===== src/design/cordic_cartesian_to_polar_top_defines.svh =====
// Assertion macros shared by the cartesian-to-polar CORDIC modules.
`ifndef CORDIC_CARTESIAN_TO_POLAR_TOP_DEFINES_SVH
`define CORDIC_CARTESIAN_TO_POLAR_TOP_DEFINES_SVH

// Same-cycle implication, disabled while reset is asserted.
`define CC2P_ASSERT_IMPLY(label, clk, rstn, ante, cons) \
    label: assert property (@(posedge clk) disable iff (!(rstn)) (ante) |-> (cons)) \
        else $error("cc2p: same-cycle check failed");

// Next-cycle implication, disabled while reset is asserted.
`define CC2P_ASSERT_NEXT(label, clk, rstn, ante, cons) \
    label: assert property (@(posedge clk) disable iff (!(rstn)) (ante) |=> (cons)) \
        else $error("cc2p: next-cycle check failed");

`endif


===== src/design/cc2p_pkg.sv =====
// Package: payload types, fixed-point formats and CORDIC table constants.
`timescale 1ns / 1ps
package cc2p_pkg;

    localparam int FIELD_W   = 16;
    localparam int R_FRAC    = 16;
    localparam int ANG_FRAC  = 60;
    localparam int GAIN_FRAC = 24;
    localparam int GAIN_W    = 24;
    localparam int ACC_W     = 64;
    localparam int XL_W      = 18;

    typedef struct packed {
        logic signed [FIELD_W-1:0] x_coord;
        logic signed [FIELD_W-1:0] y_coord;
    } in_t;

    typedef struct packed {
        logic        [FIELD_W-1:0] magnitude;
        logic signed [FIELD_W-1:0] phase;
    } out_t;

    // Restoring division, used only to build constants at elaboration.
    function automatic logic [63:0] udiv64(input logic [63:0] n, input logic [63:0] d);
        logic [63:0] q;
        logic [63:0] r;
        q = '0;
        r = '0;
        for (int b = 63; b >= 0; b--) begin
            r = {r[62:0], n[b]};
            if (r >= d) begin
                r = r - d;
                q[b] = 1'b1;
            end
        end
        return q;
    endfunction

    // atan(1/m) with ANG_FRAC fractional bits, by the alternating series.
    function automatic logic [63:0] atan_recip(input logic [63:0] m);
        logic [63:0] m2;
        logic [63:0] term;
        logic [63:0] k;
        logic [63:0] sum;
        logic [63:0] part;
        logic        neg;
        m2   = m * m;
        term = udiv64(64'd1 << ANG_FRAC, m);
        k    = 64'd1;
        sum  = '0;
        neg  = 1'b0;
        while (term != 64'd0) begin
            part = udiv64(term, k);
            sum  = neg ? (sum - part) : (sum + part);
            neg  = !neg;
            term = udiv64(term, m2);
            k    = k + 64'd2;
        end
        return sum;
    endfunction

    function automatic logic [63:0] isqrt64(input logic [63:0] v_in);
        logic [63:0] v;
        logic [63:0] res;
        logic [63:0] bit_w;
        v     = v_in;
        res   = '0;
        bit_w = 64'd1 << 62;
        while (bit_w > v) bit_w = bit_w >> 2;
        while (bit_w != 64'd0) begin
            if (v >= res + bit_w) begin
                v   = v - (res + bit_w);
                res = (res >> 1) + bit_w;
            end else begin
                res = res >> 1;
            end
            bit_w = bit_w >> 2;
        end
        return res;
    endfunction

    function automatic logic signed [ACC_W-1:0] atan_pow2(input int i);
        return signed'(atan_recip(64'd1 << i));
    endfunction

    function automatic logic [63:0] calc_pi();
        return 64'd16 * atan_recip(64'd5) - 64'd4 * atan_recip(64'd239);
    endfunction

    // Reciprocal of the CORDIC gain after n micro-rotations.
    function automatic logic [GAIN_W-1:0] gain_comp(input int n);
        logic [63:0] prod;
        logic [63:0] root;
        prod = 64'd1 << ANG_FRAC;
        for (int i = 1; i <= n; i++) begin
            prod = prod + (prod >> (2 * i));
        end
        root = isqrt64(prod);
        return GAIN_W'(udiv64(64'd1 << (30 + GAIN_FRAC), root));
    endfunction

    localparam logic signed [ACC_W-1:0] PI_FIX      = signed'(calc_pi());
    localparam logic signed [ACC_W-1:0] HALF_PI_FIX = PI_FIX >>> 1;
    localparam logic signed [ACC_W-1:0] TWO_PI_FIX  = PI_FIX <<< 1;

endpackage


===== src/design/cc2p_coarse.sv =====
// Coarse rotation cell: sign-extends the sample and turns it into the sector |y| <= x.
`timescale 1ns / 1ps
`include "cordic_cartesian_to_polar_top_defines.svh"
module cc2p_coarse import cc2p_pkg::*; #(
    parameter int SAMPLE_BITS = 16,
    parameter int XW          = 35
) (
    input  logic                    aclk,
    input  logic                    aresetn,
    input  logic                    in_valid,
    output logic                    in_ready,
    input  in_t                     in_data,
    output logic                    out_valid,
    input  logic                    out_ready,
    output logic signed [XW-1:0]    out_x,
    output logic signed [XW-1:0]    out_y,
    output logic signed [ACC_W-1:0] out_phi
);

    localparam int RAW_W = (SAMPLE_BITS > FIELD_W) ? SAMPLE_BITS : FIELD_W;

    logic [RAW_W-1:0]              raw_x;
    logic [RAW_W-1:0]              raw_y;
    logic signed [SAMPLE_BITS-1:0] smp_x;
    logic signed [SAMPLE_BITS-1:0] smp_y;
    logic signed [XW-1:0]          xi;
    logic signed [XW-1:0]          yi;
    logic signed [XW-1:0]          diff;
    logic signed [XW-1:0]          total;
    logic signed [XW-1:0]          xsel;
    logic signed [XW-1:0]          ysel;
    logic signed [XW-1:0]          x_next;
    logic signed [XW-1:0]          y_next;
    logic signed [ACC_W-1:0]       phi_next;
    logic signed [XW-1:0]          x_reg;
    logic signed [XW-1:0]          y_reg;
    logic signed [ACC_W-1:0]       phi_reg;
    logic                          valid_reg;
    logic                          advance;

    assign raw_x = RAW_W'($unsigned(in_data.x_coord));
    assign raw_y = RAW_W'($unsigned(in_data.y_coord));
    assign smp_x = signed'(raw_x[SAMPLE_BITS-1:0]);
    assign smp_y = signed'(raw_y[SAMPLE_BITS-1:0]);
    assign xi    = XW'(smp_x);
    assign yi    = XW'(smp_y);
    assign diff  = xi - yi;
    assign total = xi + yi;

    always_comb begin
        if (!diff[XW-1]) begin
            if (!total[XW-1]) begin
                xsel = xi;  ysel = yi;  phi_next = '0;
            end else begin
                xsel = -yi; ysel = xi;  phi_next = HALF_PI_FIX;
            end
        end else begin
            if (!total[XW-1]) begin
                xsel = yi;  ysel = -xi; phi_next = -HALF_PI_FIX;
            end else begin
                xsel = -xi; ysel = -yi; phi_next = PI_FIX;
            end
        end
        x_next = xsel <<< R_FRAC;
        y_next = ysel <<< R_FRAC;
    end

    assign advance  = !valid_reg || out_ready;
    assign in_ready = advance;

    always_ff @(posedge aclk) begin
        if (!aresetn) begin
            valid_reg <= 1'b0;
        end else if (advance) begin
            valid_reg <= in_valid;
        end
    end

    always_ff @(posedge aclk) begin
        if (advance && in_valid) begin
            x_reg   <= x_next;
            y_reg   <= y_next;
            phi_reg <= phi_next;
        end
    end

    assign out_valid = valid_reg;
    assign out_x     = x_reg;
    assign out_y     = y_reg;
    assign out_phi   = phi_reg;

    `CC2P_ASSERT_IMPLY(a_sector, aclk, aresetn, valid_reg, (x_reg >= y_reg) && (x_reg >= -y_reg))

endmodule


===== config.mk =====
export PLATFORM = sky130hd
export DESIGN_NAME = cc2p_coarse
export DESIGN_NICKNAME = d
export VERILOG_FILES = /design/src/design/cc2p_pkg.sv /design/src/design/cc2p_coarse.sv
export VERILOG_INCLUDE_DIRS = /design/src /design/src/design
export SDC_FILE = /design/constraint.sdc
export NUM_CORES = 1
export LEC_CHECK = 0
export CAP_MARGIN = 20
export CORE_MARGIN = 10
export CORE_UTILIZATION = 60
export CTS_BUF_LIST = sky130_fd_sc_hd__clkbuf_16
export DETAILED_ROUTE_END_ITERATION = 10
export DONT_BUFFER_PORTS = 1
export GPL_TIMING_DRIVEN = 0
export HOLD_SLACK_MARGIN = 0.15
export PLACE_DENSITY = 0.82
export SETUP_SLACK_MARGIN = 0.1
export SYNTH_ARGS = -nofsm -noshare
export SYNTH_HDL_FRONTEND = slang
export SYNTH_SLANG_ARGS = --single-unit
export TNS_END_PERCENT = 10

===== constraint.sdc =====
create_clock -name aclk -period 3.25 [get_ports aclk]
set_input_delay 0.325 -clock aclk [delete_from_list [all_inputs] [get_ports aclk]]
set_output_delay 0.325 -clock aclk [all_outputs]
set_load 0.005 [all_outputs]

==> summary.txt <==
Routing
  – Met2 wire length: 8670 um
  – Vias per inst: 6.57
  – Highest metal used: met4
  – Vias: 5058
  – Starting DRT DRC Count: between 500 and 600
  – Metal1 wirelength: 6860 um
  – Routed Antenna Nets: 0
  – WL final: 18800 um
  – DRC Markers: 0
  – WL per Instance: approximately 24 um
  – Detail Route met3 WL: 2500 um
  – TritonRoute pass-1 iters: 6

Die
  – Die Wd: 113 um
  – FP Rows: 34
  – Starting density of the core: 61.0%
  – Die height: roughly 110 um
  – I/O pin count: 172
  – Die area: 0.0129 mm2
  – Core area: 0.00859 mm2

Logic synthesis
  – Post-Syn Area: 0.00524 mm2
  – Synth unique cells: 70
  – Cell with the most instances after synthesis: buf_4
  – Share of synthesized registers carrying an async set or reset: 0%
  – Post-synth EDFFs: 44
  – Synth Register Bits: 45
  – Yosys warnings: 0
  – Largest area contributor in the netlist: edfxtp_1
  – Yosys top cell area share: 25.2%
  – Syn Area/Cell: between 8 and 9 um2
  – Sequential element share of the synthesized area: 25.6%
  – Synth top area cells: edfxtp_1, buf_4, mux2i_1, ha_1, a21oi_1
  – Post-Synthesis Cells: 614
  – Top FF cell, synth: edfxtp_1
  – Most common library cells after synthesis: buf_4, edfxtp_1, nand2_1

Timing
  – Worst rel slew slack: 25.0%
  – Final hold vios: 0
  – Max Slew Vio Count: 0
  – Final Critical Period: 3.19 ns
  – WHS: around 0.19 ns
  – Worst clock skew: between 0.005 and 0.006 ns
  – RSZ-0062 raised after global routing: yes
  – Final worst path period share: 98.2%
  – Setup violators final: 0
  – Final WS setup: 0.0569 ns
  – Slew at the pin closest to its max-slew limit: between 1 and 1.5 ns
  – Fmax: between 300 and 400 MHz

Layout
  – Area delta synth->final: 11.3%
  – Final nets: 729
  – Share of cells above drive strength 1: ~25%
  – Number of diodes: 0
  – Layout Utilization: roughly two thirds
  – Fill cell count: 723

CTS
  – Clock tree sinks: 45
  – CTS tree: done
  – Reg clk slew, reported paths: 0.07 ns
  – Cts bufs inserted: 5
  – Clock latency on the worst-skew pair: 0.29 ns
  – Clock Tree Root: clkbuf_16
  – CTS H-tree lvls: 2
  – Clock buffer depth: 2

Power and ir drop
  – VDD IR max: approximately 0.24 mV
  – Power per cell area: between 400 and 500 mW/mm2
  – Leakage: around 2.6 nW

Placement
  – Buffers added on ports: 0
  – Post-DP HPWL: around 14000 um
  – GP Congestion: 0.999
  – Post-placement setup slack: -0.717 ns

GRT
  – Initial antenna violation count: 0
  – Total gr overflow: 0
  – GR Util All Layers: 27.1%
  – Vias in the first global route: 5006
  – Pin count of the biggest net entering global routing: 33
  – First-pass GRT wire length: 28100 um

Critical path
  – Worst r2r src: out_valid
  – CP endpoint kind: register
  – Critical Path Start Type: input pin
  – Crit-path max FO: 10
  – Critical Path AT: 3.23 ns
  – Crit path required time: ~3.3 ns
  – Setup crit start: in_data[6]
  – Crit path kind: input pin to register

Hold path
  – Hold path startpoint: in_valid
  – Min-delay worst type: input pin to register

Outcome
  – Outcome: complete, no violations

Run
  – MaxCap Viol Count: 0
power breakdown:
part	switching, W	internal [W]
Sequential	0.0000605	0.000755
Combinational	0.000600	0.000436
Clock	0.000235	0.000281
Total	0.000896	0.00147
layout by cell type, fill, tap and decap left out, types with 4 or more instances in the layout:
master,n
a211oi_1,7
a21oi_1,36
a221o_1,8
a22oi_1,4
a311oi_1,6
a31oi_1,14
and2_1,5
buf_2,8
buf_4,100
clkbuf_1,10
clkbuf_16,5
clkbuf_2,6
clkbuf_4,5
conb_1,36
edfxtp_1,44
ha_1,31
inv_1,27
mux2_2,6
mux2i_1,41
nand2_1,44
nand2b_1,7
nand3_1,10
nand4_1,4
nor2_1,35
nor2b_1,4
nor3_1,24
nor4_1,5
o21ai_0,23
o221ai_1,10
or3_1,4
xnor2_1,8
routing by layer:
layer  global-route usage, %  up-vias
li1                        -     2232
met1                    31.7     2343
met2                    43.6      411
met3                    10.2       72
met4                    11.3        0
met5                       0        -
state kept, by name, indices dropped and copies added (netlist names):
name and count:
out_x 19, out_y 19, out_phi 6, out_valid 1
worst paths after layout:
path	end	slack, ns	cells after the start
max	out_x[26]	0.06	13
max reg2reg	out_y[18]	1.78	3
min reg2reg	out_valid	0.63	2
min	out_valid	0.19	2
metrics by stage:
stage	total power (W)	cells	instance area [um2]	TNS [ns]
global route	0.00247	770	5840	-0.00811
floorplan	0.00152	649	5380	0
finish	0.00237	770	5840	0
global placement	0.00175	757	5510	-18.28
CTS	0.00230	767	5720	0
detailed placement	0.00178	758	5530	-19.93
area by class of cell:
class | count | area, um2 | area share, %
Buffer | 128 | 896 | 15.4
Timing Repair Buffer | 6 | 57.6 | 0.986
Tap cell | 108 | 135 | 2.32
Multi-Input combinational cell | 445 | 3150 | 54.0
Clock buffer | 5 | 125 | 2.14
Clock inverter | 3 | 13.8 | 0.236
Inverter | 30 | 115 | 1.97
Sequential cell | 45 | 1340 | 23.0
worst max-delay path, stage by stage:
cell,delay (ns)
clkbuf_2,0.21
inv_1,0.13
ha_1,0.34
nor2_1,0.06
nor4b_2,0.16
a41o_1,0.28
a21oi_2,0.19
clkbuf_4,0.27
nand2_2,0.25
buf_4,0.28
a31oi_1,0.23
o21ai_1,0.10
a221o_1,0.39
kinds of logic after synthesis:
logic type      Yosys count  share of synthesized area [%]
flops                    45                           25.6
mux                      48                           9.33
simple gates            159                           14.8
xor+xnor                 12                           2.15
other cells               1                         0.0715
compound gates          158                           21.9
buf+inv                 159                           18.6
fa+ha+maj                32                           7.64
what timing repair did:
action | CTS | global route
endpoints found under the setup margin | 41 | 39
pin swaps | 3 | 2
resized for setup | 13 | 27
hold buffers | 0 | 0
setup buffers | 2 | 3
No activity file was read; power rests on OpenSTA's default activity.
