--- src/design/cordic_cartesian_to_polar_top_defines.svh ---
// Assertion macros shared by the cartesian-to-polar CORDIC modules.
`ifndef CORDIC_CARTESIAN_TO_POLAR_TOP_DEFINES_SVH
`define CORDIC_CARTESIAN_TO_POLAR_TOP_DEFINES_SVH

// Same-cycle implication, disabled while reset is asserted.
`define CC2P_ASSERT_IMPLY(label, clk, rstn, ante, cons) \
    label: assert property (@(posedge clk) disable iff (!(rstn)) (ante) |-> (cons)) \
        else $error("cc2p: same-cycle check failed");

// Next-cycle implication, disabled while reset is asserted.
`define CC2P_ASSERT_NEXT(label, clk, rstn, ante, cons) \
    label: assert property (@(posedge clk) disable iff (!(rstn)) (ante) |=> (cons)) \
        else $error("cc2p: next-cycle check failed");

`endif

--- src/design/cc2p_pkg.sv ---
// Package: payload types, fixed-point formats and CORDIC table constants.
`timescale 1ns / 1ps
package cc2p_pkg;

    localparam int FIELD_W   = 16;
    localparam int R_FRAC    = 16;
    localparam int ANG_FRAC  = 60;
    localparam int GAIN_FRAC = 24;
    localparam int GAIN_W    = 24;
    localparam int ACC_W     = 64;
    localparam int XL_W      = 18;

    typedef struct packed {
        logic signed [FIELD_W-1:0] x_coord;
        logic signed [FIELD_W-1:0] y_coord;
    } in_t;

    typedef struct packed {
        logic        [FIELD_W-1:0] magnitude;
        logic signed [FIELD_W-1:0] phase;
    } out_t;

    // Restoring division, used only to build constants at elaboration.
    function automatic logic [63:0] udiv64(input logic [63:0] n, input logic [63:0] d);
        logic [63:0] q;
        logic [63:0] r;
        q = '0;
        r = '0;
        for (int b = 63; b >= 0; b--) begin
            r = {r[62:0], n[b]};
            if (r >= d) begin
                r = r - d;
                q[b] = 1'b1;
            end
        end
        return q;
    endfunction

    // atan(1/m) with ANG_FRAC fractional bits, by the alternating series.
    function automatic logic [63:0] atan_recip(input logic [63:0] m);
        logic [63:0] m2;
        logic [63:0] term;
        logic [63:0] k;
        logic [63:0] sum;
        logic [63:0] part;
        logic        neg;
        m2   = m * m;
        term = udiv64(64'd1 << ANG_FRAC, m);
        k    = 64'd1;
        sum  = '0;
        neg  = 1'b0;
        while (term != 64'd0) begin
            part = udiv64(term, k);
            sum  = neg ? (sum - part) : (sum + part);
            neg  = !neg;
            term = udiv64(term, m2);
            k    = k + 64'd2;
        end
        return sum;
    endfunction

    function automatic logic [63:0] isqrt64(input logic [63:0] v_in);
        logic [63:0] v;
        logic [63:0] res;
        logic [63:0] bit_w;
        v     = v_in;
        res   = '0;
        bit_w = 64'd1 << 62;
        while (bit_w > v) bit_w = bit_w >> 2;
        while (bit_w != 64'd0) begin
            if (v >= res + bit_w) begin
                v   = v - (res + bit_w);
                res = (res >> 1) + bit_w;
            end else begin
                res = res >> 1;
            end
            bit_w = bit_w >> 2;
        end
        return res;
    endfunction

    function automatic logic signed [ACC_W-1:0] atan_pow2(input int i);
        return signed'(atan_recip(64'd1 << i));
    endfunction

    function automatic logic [63:0] calc_pi();
        return 64'd16 * atan_recip(64'd5) - 64'd4 * atan_recip(64'd239);
    endfunction

    // Reciprocal of the CORDIC gain after n micro-rotations.
    function automatic logic [GAIN_W-1:0] gain_comp(input int n);
        logic [63:0] prod;
        logic [63:0] root;
        prod = 64'd1 << ANG_FRAC;
        for (int i = 1; i <= n; i++) begin
            prod = prod + (prod >> (2 * i));
        end
        root = isqrt64(prod);
        return GAIN_W'(udiv64(64'd1 << (30 + GAIN_FRAC), root));
    endfunction

    localparam logic signed [ACC_W-1:0] PI_FIX      = signed'(calc_pi());
    localparam logic signed [ACC_W-1:0] HALF_PI_FIX = PI_FIX >>> 1;
    localparam logic signed [ACC_W-1:0] TWO_PI_FIX  = PI_FIX <<< 1;

endpackage

--- src/design/cc2p_post.sv ---
// Output stages: gain compensation by split multiply, phase fold and output register.
`timescale 1ns / 1ps
module cc2p_post import cc2p_pkg::*; #(
    parameter int XW              = 35,
    parameter int ITERATIONS      = 16,
    parameter int PHASE_FRAC_BITS = 13
) (
    input  logic                    aclk,
    input  logic                    aresetn,
    input  logic                    in_valid,
    output logic                    in_ready,
    input  logic signed [XW-1:0]    in_x,
    input  logic signed [ACC_W-1:0] in_phi,
    output logic                    out_valid,
    input  logic                    out_ready,
    output out_t                    out_data
);

    localparam logic [GAIN_W-1:0] GAIN_FIX = gain_comp(ITERATIONS);
    localparam int XH_W        = XW - 1 - XL_W;
    localparam int PL_W        = XL_W + GAIN_W;
    localparam int PH_W        = XH_W + GAIN_W;
    localparam int PHASE_SHIFT = ANG_FRAC - PHASE_FRAC_BITS;
    localparam int MAG_SHIFT   = R_FRAC + GAIN_FRAC;

    logic [XW-2:0]           xpos;
    logic [XL_W-1:0]         xl;
    logic [XH_W-1:0]         xh;
    logic [PL_W-1:0]         pl_next;
    logic [PH_W-1:0]         ph_next;
    logic signed [ACC_W-1:0] res_full;
    logic signed [ACC_W-1:0] res_sh;
    logic [PL_W-1:0]         pl_reg;
    logic [PH_W-1:0]         ph_reg;
    logic [FIELD_W-1:0]      phase1_reg;
    logic                    v1_reg;
    logic [63:0]             prod_sum;
    logic [63-MAG_SHIFT:0]   mag_q;
    logic [FIELD_W-1:0]      mag_next;
    logic [FIELD_W-1:0]      mag_reg;
    logic [FIELD_W-1:0]      phase2_reg;
    logic                    v2_reg;
    logic                    adv1;
    logic                    adv2;

    // Clamp negative x to zero, then split it for two narrow products.
    assign xpos    = in_x[XW-1] ? '0 : in_x[XW-2:0];
    assign xl      = xpos[XL_W-1:0];
    assign xh      = xpos[XW-2:XL_W];
    assign pl_next = PL_W'(xl) * PL_W'(GAIN_FIX);
    assign ph_next = PH_W'(xh) * PH_W'(GAIN_FIX);

    // Fold the negated accumulator into [-pi, pi), then floor to the output scale.
    assign res_full = (in_phi > PI_FIX) ? (TWO_PI_FIX - in_phi) : -in_phi;
    assign res_sh   = res_full >>> PHASE_SHIFT;

    assign prod_sum = (64'(ph_reg) << XL_W) + 64'(pl_reg);
    assign mag_q    = prod_sum[63:MAG_SHIFT];
    assign mag_next = (|mag_q[63-MAG_SHIFT:FIELD_W]) ? '1 : mag_q[FIELD_W-1:0];

    assign adv2     = !v2_reg || out_ready;
    assign adv1     = !v1_reg || adv2;
    assign in_ready = adv1;

    always_ff @(posedge aclk) begin
        if (!aresetn) begin
            v1_reg <= 1'b0;
            v2_reg <= 1'b0;
        end else begin
            if (adv1) begin
                v1_reg <= in_valid;
            end
            if (adv2) begin
                v2_reg <= v1_reg;
            end
        end
    end

    always_ff @(posedge aclk) begin
        if (adv1 && in_valid) begin
            pl_reg     <= pl_next;
            ph_reg     <= ph_next;
            phase1_reg <= res_sh[FIELD_W-1:0];
        end
        if (adv2 && v1_reg) begin
            mag_reg    <= mag_next;
            phase2_reg <= phase1_reg;
        end
    end

    assign out_valid          = v2_reg;
    assign out_data.magnitude = mag_reg;
    assign out_data.phase     = signed'(phase2_reg);

endmodule

--- config.mk ---
export PLATFORM = sky130hd
export DESIGN_NAME = cc2p_post
export DESIGN_NICKNAME = d
export VERILOG_FILES = /design/src/design/cordic_cartesian_to_polar_top_defines.svh /design/src/design/cc2p_pkg.sv /design/src/design/cc2p_post.sv
export SDC_FILE = /design/constraint.sdc
export NUM_CORES = 1
export LEC_CHECK = 0
export BUFFER_PORTS_ARGS = -buffer_cell sky130_fd_sc_hd__buf_4
export CORE_MARGIN = 2
export CORE_UTILIZATION = 60
export CTS_BUF_LIST = sky130_fd_sc_hd__clkbuf_16
export DETAILED_ROUTE_END_ITERATION = 8
export HOLD_SLACK_MARGIN = 0.03
export PLACE_DENSITY_LB_ADDON = 0.25
export SYNTH_ARGS = -nofsm -noshare
export SYNTH_HDL_FRONTEND = slang
export SYNTH_SLANG_ARGS = --single-unit
--- constraint.sdc ---
create_clock -name aclk -period 14.6 [get_ports aclk]
set_input_delay 0.73 -clock aclk [delete_from_list [all_inputs] [get_ports aclk]]
set_output_delay 0.73 -clock aclk [all_outputs]
set_load 0.02 [all_outputs]
==> reports/metrics.yaml, run 1 <==
status: "completed"
htreeDepth: 4
vias_per_cell: 5.51
rows: 67
syn_area_per_cell_um2: 9.88
ys.warnings.count: 0
drt_iter0_markers: 776
die_h_um: 190
io-pin-count: 137
dieArea_mm2: 0.0360
design_area_mm2: 0.0228
synth_cells: 2093
hold_start: "phase1_reg[3]"
drive_gt1_share_pct: 8.61
antenna_cells: 0
ys_seq_area_share_pct: 16.5
setup_violations: 0
p_per_area_mw_per_mm2: 220
hold_viol: 0
grt_pass1_vias: 15900
core_area_mm2: 0.0337
cts.clk_slew.worst_paths_ps: 60
clock_skew_ps: 14.3
cts_resized: 0
ir_worst_vdd_uv: 189
drc: 0
rsz0062_at_grt: "false"
startpoint_type: "primary input"
asyncSetResetFlopFracSynth_pct: 0
fmax_mhz: 130
crit_fanout: 44
placed_cell_area_mm2: 0.0222
worst_slew_pin_slew_ps: 1020
tns_ps: 0
dpl.hpwl_um: 43900
grt_antenna_before_repair: 0
wirelength_um: 50200
synth-edff-count: 112
yosys.area.top_type: "fa_1"
max_slew_margin_pct: 31.6
r2r-end: "mag_reg[13]"
routedWlPerCell_um: 18.7
cts_made_buffers: 17
drv_cap: 0
area_growth_pct: 10.2
fin_nets: 2959
start_util_pct: 61.4
worstPathRequired_ps: 14790
synth_commonest_cells: "590 x inv_1, 326 x fa_1, 301 x ha_1, 112 x edfxtp_1, 76 x nand2_1"
yosys_register_bits: 114
hold_end: "phase2_reg[3]"
startpoint: "in_x[34]"
worst_slack_ps: 6940
r2r_setup_slack_ps: 11140
cts_buffer_depth: 2
fin_crit_sh_pct: 52.5
hold_depth: 0
numPortBuffers: 136
endpoint_kind: "flip-flop"
grt_pass1_wl_um: 81700
synth_top_area_share_pct: 31.6
reg2reg_depth: 11
track_usage_pct: 29.5
largest_reg_flops: 40
path_class: "primary input to flip-flop"
r2r-start: "ph_reg[1]"
routabilityCongestion: 1.03
die_w_um: 190
critPathArrivalTime_ps: 7860
vias: 14800
cts-root-buf: "clkbuf_16"
grt_max_degree: 81
synth_area_mm2: 0.0207
drtAntennaViolNets: 0
grt_overflow_total: 0
syn-num-nets: 2823
hold_class: "flip-flop to flip-flop"
post_cts_buffers: 0
cts_tree: "done"
clk-insertion-delay-late_ps: 420
clock-sinks: 114
ctsHoldBuffers: 0
synth_top_cells_by_area: "fa_1 32%, ha_1 18%, edfxtp_1 16%"
synth_cell_type_count: 62
drv_slew: 0
power_leakage_nw: 11.9
first_pass_iters: 5
place_ws_ps: 6670
synth.most_common_cell: "inv_1"
ys_dominant_reg_cell: "edfxtp_1"
min_period_ps: 7660
cell usage in the layout, fill, tap and decap left out, drive strengths merged, types with 5 or more instances in the layout:
cell	Yosys	final
a211oi	11	11
o311ai	5	5
clkbuf	21	17
edfxtp	112	112
nand2b	32	32
or2	12	12
nor3	19	19
nand4	12	12
or3	10	10
nand2	76	76
a21oi	71	71
and2	12	12
ha	301	301
inv	590	597
a31oi	12	12
nor4	13	13
and4	6	6
and3	19	19
a311oi	6	6
o21bai	11	11
nand3	23	23
nor2b	31	31
buf	0	138
xnor2	68	68
o31ai	13	13
or4	6	6
o21ai	42	42
xor2	48	48
o21a	15	15
a211o	8	8
fa	326	326
a21o	41	41
nor2	70	70
critical path, stage by stage:
cell      delay [ps]
buf_4            410
nand2b_1         250
inv_1            110
ha_1             420
fa_1             530
inv_1             60
fa_1             490
inv_1             60
fa_1             480
fa_1             570
inv_1             60
fa_1             530
inv_1             40
ha_1             360
a21o_1           210
a21o_1           180
a21oi_1          120
o21ai_0          220
o311ai_0         750
a31oi_1          350
a31oi_1          310
o21ai_0          170
o311ai_0         390
logic make-up after synthesis:
family	after synthesis	synth area share, %
AOI/OAI and AO/OA	267	8.63
xor gates and xnor gates	116	4.91
adders and majority gates	627	49.8
buffers and inverters	611	11.1
DFF	114	16.5
muxes	4	0.194
and+or+nand+nor	354	8.95
metrics by stage:
step	cells	util, %	hold slack, ps	power (mW)
6_report	2690	67.6	417	5.01
3_3_place_gp	2658	65.9	403	4.43
2_1_floorplan	2093	-	400	3.59
3_5_place_dp	2658	65.9	405	4.53
5_1_grt	2690	67.6	423	5.59
4_1_cts	2690	67.6	411	4.99
worst max-delay path by stage:
| stage | slack (ps) | to | cells after the start |
|---|---|---|---|
| after global placement | 6780 | pl_reg[41] | 24 |
| after global routing | 6640 | ph_reg[38] | 23 |
| after CTS | 7100 | pl_reg[41] | 24 |
| after floorplan | 7170 | pl_reg[41] | 25 |
| after detailed placement | 6670 | pl_reg[41] | 24 |
| final | 6940 | ph_reg[38] | 23 |
metal layers:
metal	share of wire, %	vias up	track usage [%]
met5	0	-	0
met4	1.6	0	5.69
met3	9.6	60	10.1
met2	45	548	46.0
met1	44	7250	40.5
li1	-	6974	-
power by group:
part / switching, mW / total (mW) / internal [mW]
Combinational: 2.31 / 3.92 / 1.61
Clock: 0.169 / 0.407 / 0.238
Sequential: 0.0427 / 0.685 / 0.642
area by class of cell:
class / instances / area, um2
timing repair buffer: 138 / 1040
clock inverter: 15 / 148
tap: 448 / 561
inverter: 590 / 2210
clock buffer: 17 / 425
sequential: 114 / 3400
multi-input combinational: 1368 / 15000
fill: 2670 / 10900
Power figures use the tool's default switching activity.
==> inputs of run 2 (changes only) <==
--- a/config.mk
+++ b/config.mk
@@ -5,9 +5,10 @@
 export SDC_FILE = /design/constraint.sdc
 export NUM_CORES = 1
 export LEC_CHECK = 0
+export ABC_AREA = 1
 export BUFFER_PORTS_ARGS = -buffer_cell sky130_fd_sc_hd__buf_4
 export CORE_MARGIN = 2
-export CORE_UTILIZATION = 60
+export CORE_UTILIZATION = 59
 export CTS_BUF_LIST = sky130_fd_sc_hd__clkbuf_16
 export DETAILED_ROUTE_END_ITERATION = 8
 export HOLD_SLACK_MARGIN = 0.03
==> constraint.sdc (replaced) <==
create_clock -name aclk -period 6.8 [get_ports aclk]
set_input_delay 0.34 -clock aclk [delete_from_list [all_inputs] [get_ports aclk]]
set_output_delay 0.34 -clock aclk [all_outputs]
set_load 0.02 [all_outputs]
==> run 2 against run 1 <==
Final cell count grew 59%. Global-route usage up 4.6 points. Combinational power grew to 2.9 times the previous value. Non-clock buffer count grew 10. Clock skew fell by 5.8 ps. Clock power is 130% higher. Die area grew 26%. Via count rose by 55%. Synthesized cell count up 69%. First-iteration DRC count grew to 2.7 times the previous value. Wire length is 47% higher. Count of clock-buffer cells in the layout is the same. Largest cell class unchanged.
==> reports/metrics.yaml, run 2 <==
numPortBuffers: 136  # unchanged
rsz0062_at_grt: "false"
p_sw_mw: 7.71  # +210%
synth_cell_type_count: 47  # -24%
area_growth_pct: 9.29
cp_top_family: "adder cells"
htreeDepth: 4  # unchanged
drv_cap: 0  # unchanged
syn_area_per_cell_um2: 7.29  # -26%
layout_commonest_cell: "inv_1"
slowest_delay_ps: 540  # -210 ps
drt_iter0_markers: 2078  # +170%
synth_xor_area_share_pct: 2.65  # -2.3 points
dieArea_mm2: 0.0453  # +26%
synth_top_area_share_pct: 25.4  # -6.2 points
dpl.hpwl_um: 65400  # +49%
setup_violations: 0  # unchanged
status: "completed"
cts.clk_slew.worst_paths_ps: 60  # about the same
startpoint_type: "primary input"
synth_top_cells_by_area: "fa_1 25%, ha_1 15%, inv_1 13%"
combPwrFrac_pct: 81.8  # +3.6 points
ys_seq_area_share_pct: 13.2  # -3.2 points
fmax_mhz: 159
synth.most_common_cell: "inv_1"
cts_resized: 0  # unchanged
yosys_register_bits: 114  # unchanged
start_util_pct: 59.8  # -1.6 points
post_cts_buffers: 0  # unchanged
die_h_um: 213  # +12%
drtAntennaViolNets: 0  # unchanged
critPathArrivalTime_ps: 6470  # -1390 ps
clock_skew_ps: 8.46  # -5.81 ps
track_usage_pct: 34.1  # +4.6 points
yosys.area_share.simple_pct: 23.9  # +15 points
largest_reg_flops: 40  # unchanged
drv_slew: 0  # unchanged
grt_max_degree: 81  # unchanged
power_leakage_nw: 15.4  # +30%
final_cell_mix: "907 x inv_1, 788 x nand2_1, 383 x nor2_1, 326 x fa_1, 301 x ha_1"
wirelength_um: 74000  # +47%
max_slew_margin_pct: 31.4  # -0.18 points
seq_power_share_pct: 11.3  # -2.4 points
path_buf_inv: 10  # +4
register_area_mm2: 0.00340  # unchanged
rows: 76  # +13%
vias: 23000  # +55%
die_w_um: 213  # +12%
ir_worst_vdd_uv: 361  # +91%
cpMaxStageDelayCell: "fa_1"
ctsHoldBuffers: 0  # unchanged
drive_gt1_share_pct: 5.86  # -2.7 points
cts_tree: "done"
synth-edff-count: 112  # unchanged
grt_pass1_vias: 22700  # +43%
vias_per_cell: 5.36  # -2.8%
worst_slack_ps: 504  # -6430 ps
synth_cells: 3531  # +69%
synth_fa_ha_area_share_pct: 40.0  # -9.8 points
cts-root-buf: "clkbuf_16"
crit_top_cell: "inv_1"
hold_viol: 0  # unchanged
num-fill-cells: 3863  # +45%
io-pin-count: 137  # unchanged
cts_buffer_depth: 2  # unchanged
endpoint_kind: "flip-flop"
hold_class: "primary input to flip-flop"
p_per_area_mw_per_mm2: 484  # +120%
min_period_ps: 6300
grt_overflow_total: 0  # unchanged
fin_nets: 4417  # +49%
ys_dominant_reg_cell: "edfxtp_1"
grt_antenna_before_repair: 0  # unchanged
synth_area_mm2: 0.0257  # +24%
path_class: "primary input to flip-flop"
core_area_mm2: 0.0431  # +28%
yosys.area.top_type: "fa_1"
worst_slew_pin_slew_ps: 1030  # +4.82 ps
place_ws_ps: 208  # -6460 ps
tns_ps: 0  # unchanged
fin_crit_sh_pct: 92.6
worstPathRequired_ps: 6980  # -7810 ps
ys.warnings.count: 0  # unchanged
first_pass_iters: 5  # unchanged
intPower_mw: 5.92  # +140%
clock-sinks: 114  # unchanged
syn-num-nets: 4261  # +51%
clk-insertion-delay-late_ps: 430  # about the same
synth-compound-area-share_pct: 6.63  # -2.0 points
drc: 0  # unchanged
grt_pass1_wl_um: 119000  # +45%
asyncSetResetFlopFracSynth_pct: 0  # unchanged
switching_share_pct: 56.5  # +6.3 points
multi_input_area_mm2: 0.0189  # +26%
synth_top_family_by_area: "adder cells"
routedWlPerCell_um: 17.3  # -7.5%
routabilityCongestion: 1.02  # -1.0%
antenna_cells: 0  # unchanged
synth.area.mux_share_pct: 0  # -0.19 points
pwr-share-clk_pct: 6.9  # -1.2 points
synth_commonest_cells: "907 x inv_1, 788 x nand2_1, 383 x nor2_1, 326 x fa_1, 301 x ha_1"
cts_made_buffers: 17  # unchanged
crit_fanout: 17  # -61%
run 2: cell count changes after synthesis, moves of 18 or more:
cell      change
xnor2_1      -42
clkbuf_1     -18
nor2_1      +313
a21o_1       -20
nand2_1     +712
a21oi_1      +66
nand3_1     +161
inv_1       +317
nand4_1      +21
nor3_1       +26
nor2b_1      -31
o21ai_0      +34
nand2b_1     -32
run 2: layer usage:
| layer | up-vias | GRT usage (%) | routed length [um] | share of wire, % |
|---|---|---|---|---|
| met5 | - | 0 | 0 | 0 |
| met4 | 0 | 10.5 | 2360 | 3.2 |
| met3 | 161 | 5.50 | 6150 | 8.3 |
| met2 | 979 | 55.5 | 33400 | 45 |
| met1 | 10700 | 46.8 | 32000 | 43 |
| li1 | 11100 | - | - | - |
run 2: worst register-to-register path, stage by stage, from the launching register on:
cell,delay (ps)
edfxtp_1,500
ha_1,380
a21oi_1,230
nor2_1,70
nor2_1,170
nand2_1,90
a21oi_1,130
nand2_1,110
nand2_1,70
nand2_1,40
nand2_1,390
nand3_1,150
run 2: layout make-up:
type	instances	share of cell area [%]
multi-input combinational	2495	67.0
inverter	911	12.2
sequential	114	12.1
timing repair buffer	148	3.95
tap	585	2.60
clock buffer	17	1.51
clock inverter	15	0.680
run 2: power groups by stage:
stage	clock (mW)	combinational, mW	sequential (mW)
final	0.940	11.2	1.54
after floorplan	0	8.03	1.49
after global routing	0.981	12.6	1.55
after CTS	0.953	11.0	1.53
after detailed placement	0	10.9	1.54
after global placement	0	10.8	1.54
run 2: worst paths after layout:
check | startpoint | end | slack, ps | depth (start not counted)
max | in_x[34] | pl_reg[30] | 500 | 32
min | aresetn | v1_reg | 180 | 3
max reg2reg | pl_reg[37] | mag_reg[3] | 4190 | 11
min reg2reg | phase1_reg[1] | phase2_reg[1] | 420 | 0
run 2: cell families (layout without fill, tap and decap cells):
logic type,count (synthesis),count (layout)
AO/OA/AOI/OAI,298,298
XOR/XNOR,78,78
adder cells (fa/ha/maj),627,627
buffers and inverters,922,1091
flip-flops,114,114
AND/OR/NAND/NOR,1492,1492
run 2: metrics by stage:
| stage | std cells | total power, mW | hold WS (ps) | area [um2] | util, % |
|---|---|---|---|---|---|
| after floorplan | 3531 | 9.52 | 400 | 25700 | - |
| after global placement | 4253 | 12.4 | 403 | 27500 | 63.9 |
| after detailed placement | 4253 | 12.4 | 405 | 27500 | 63.9 |
| after CTS | 4285 | 13.5 | 157 | 28100 | 65.3 |
| after global routing | 4285 | 15.1 | 166 | 28100 | 65.3 |
| final | 4285 | 13.6 | 176 | 28100 | 65.3 |
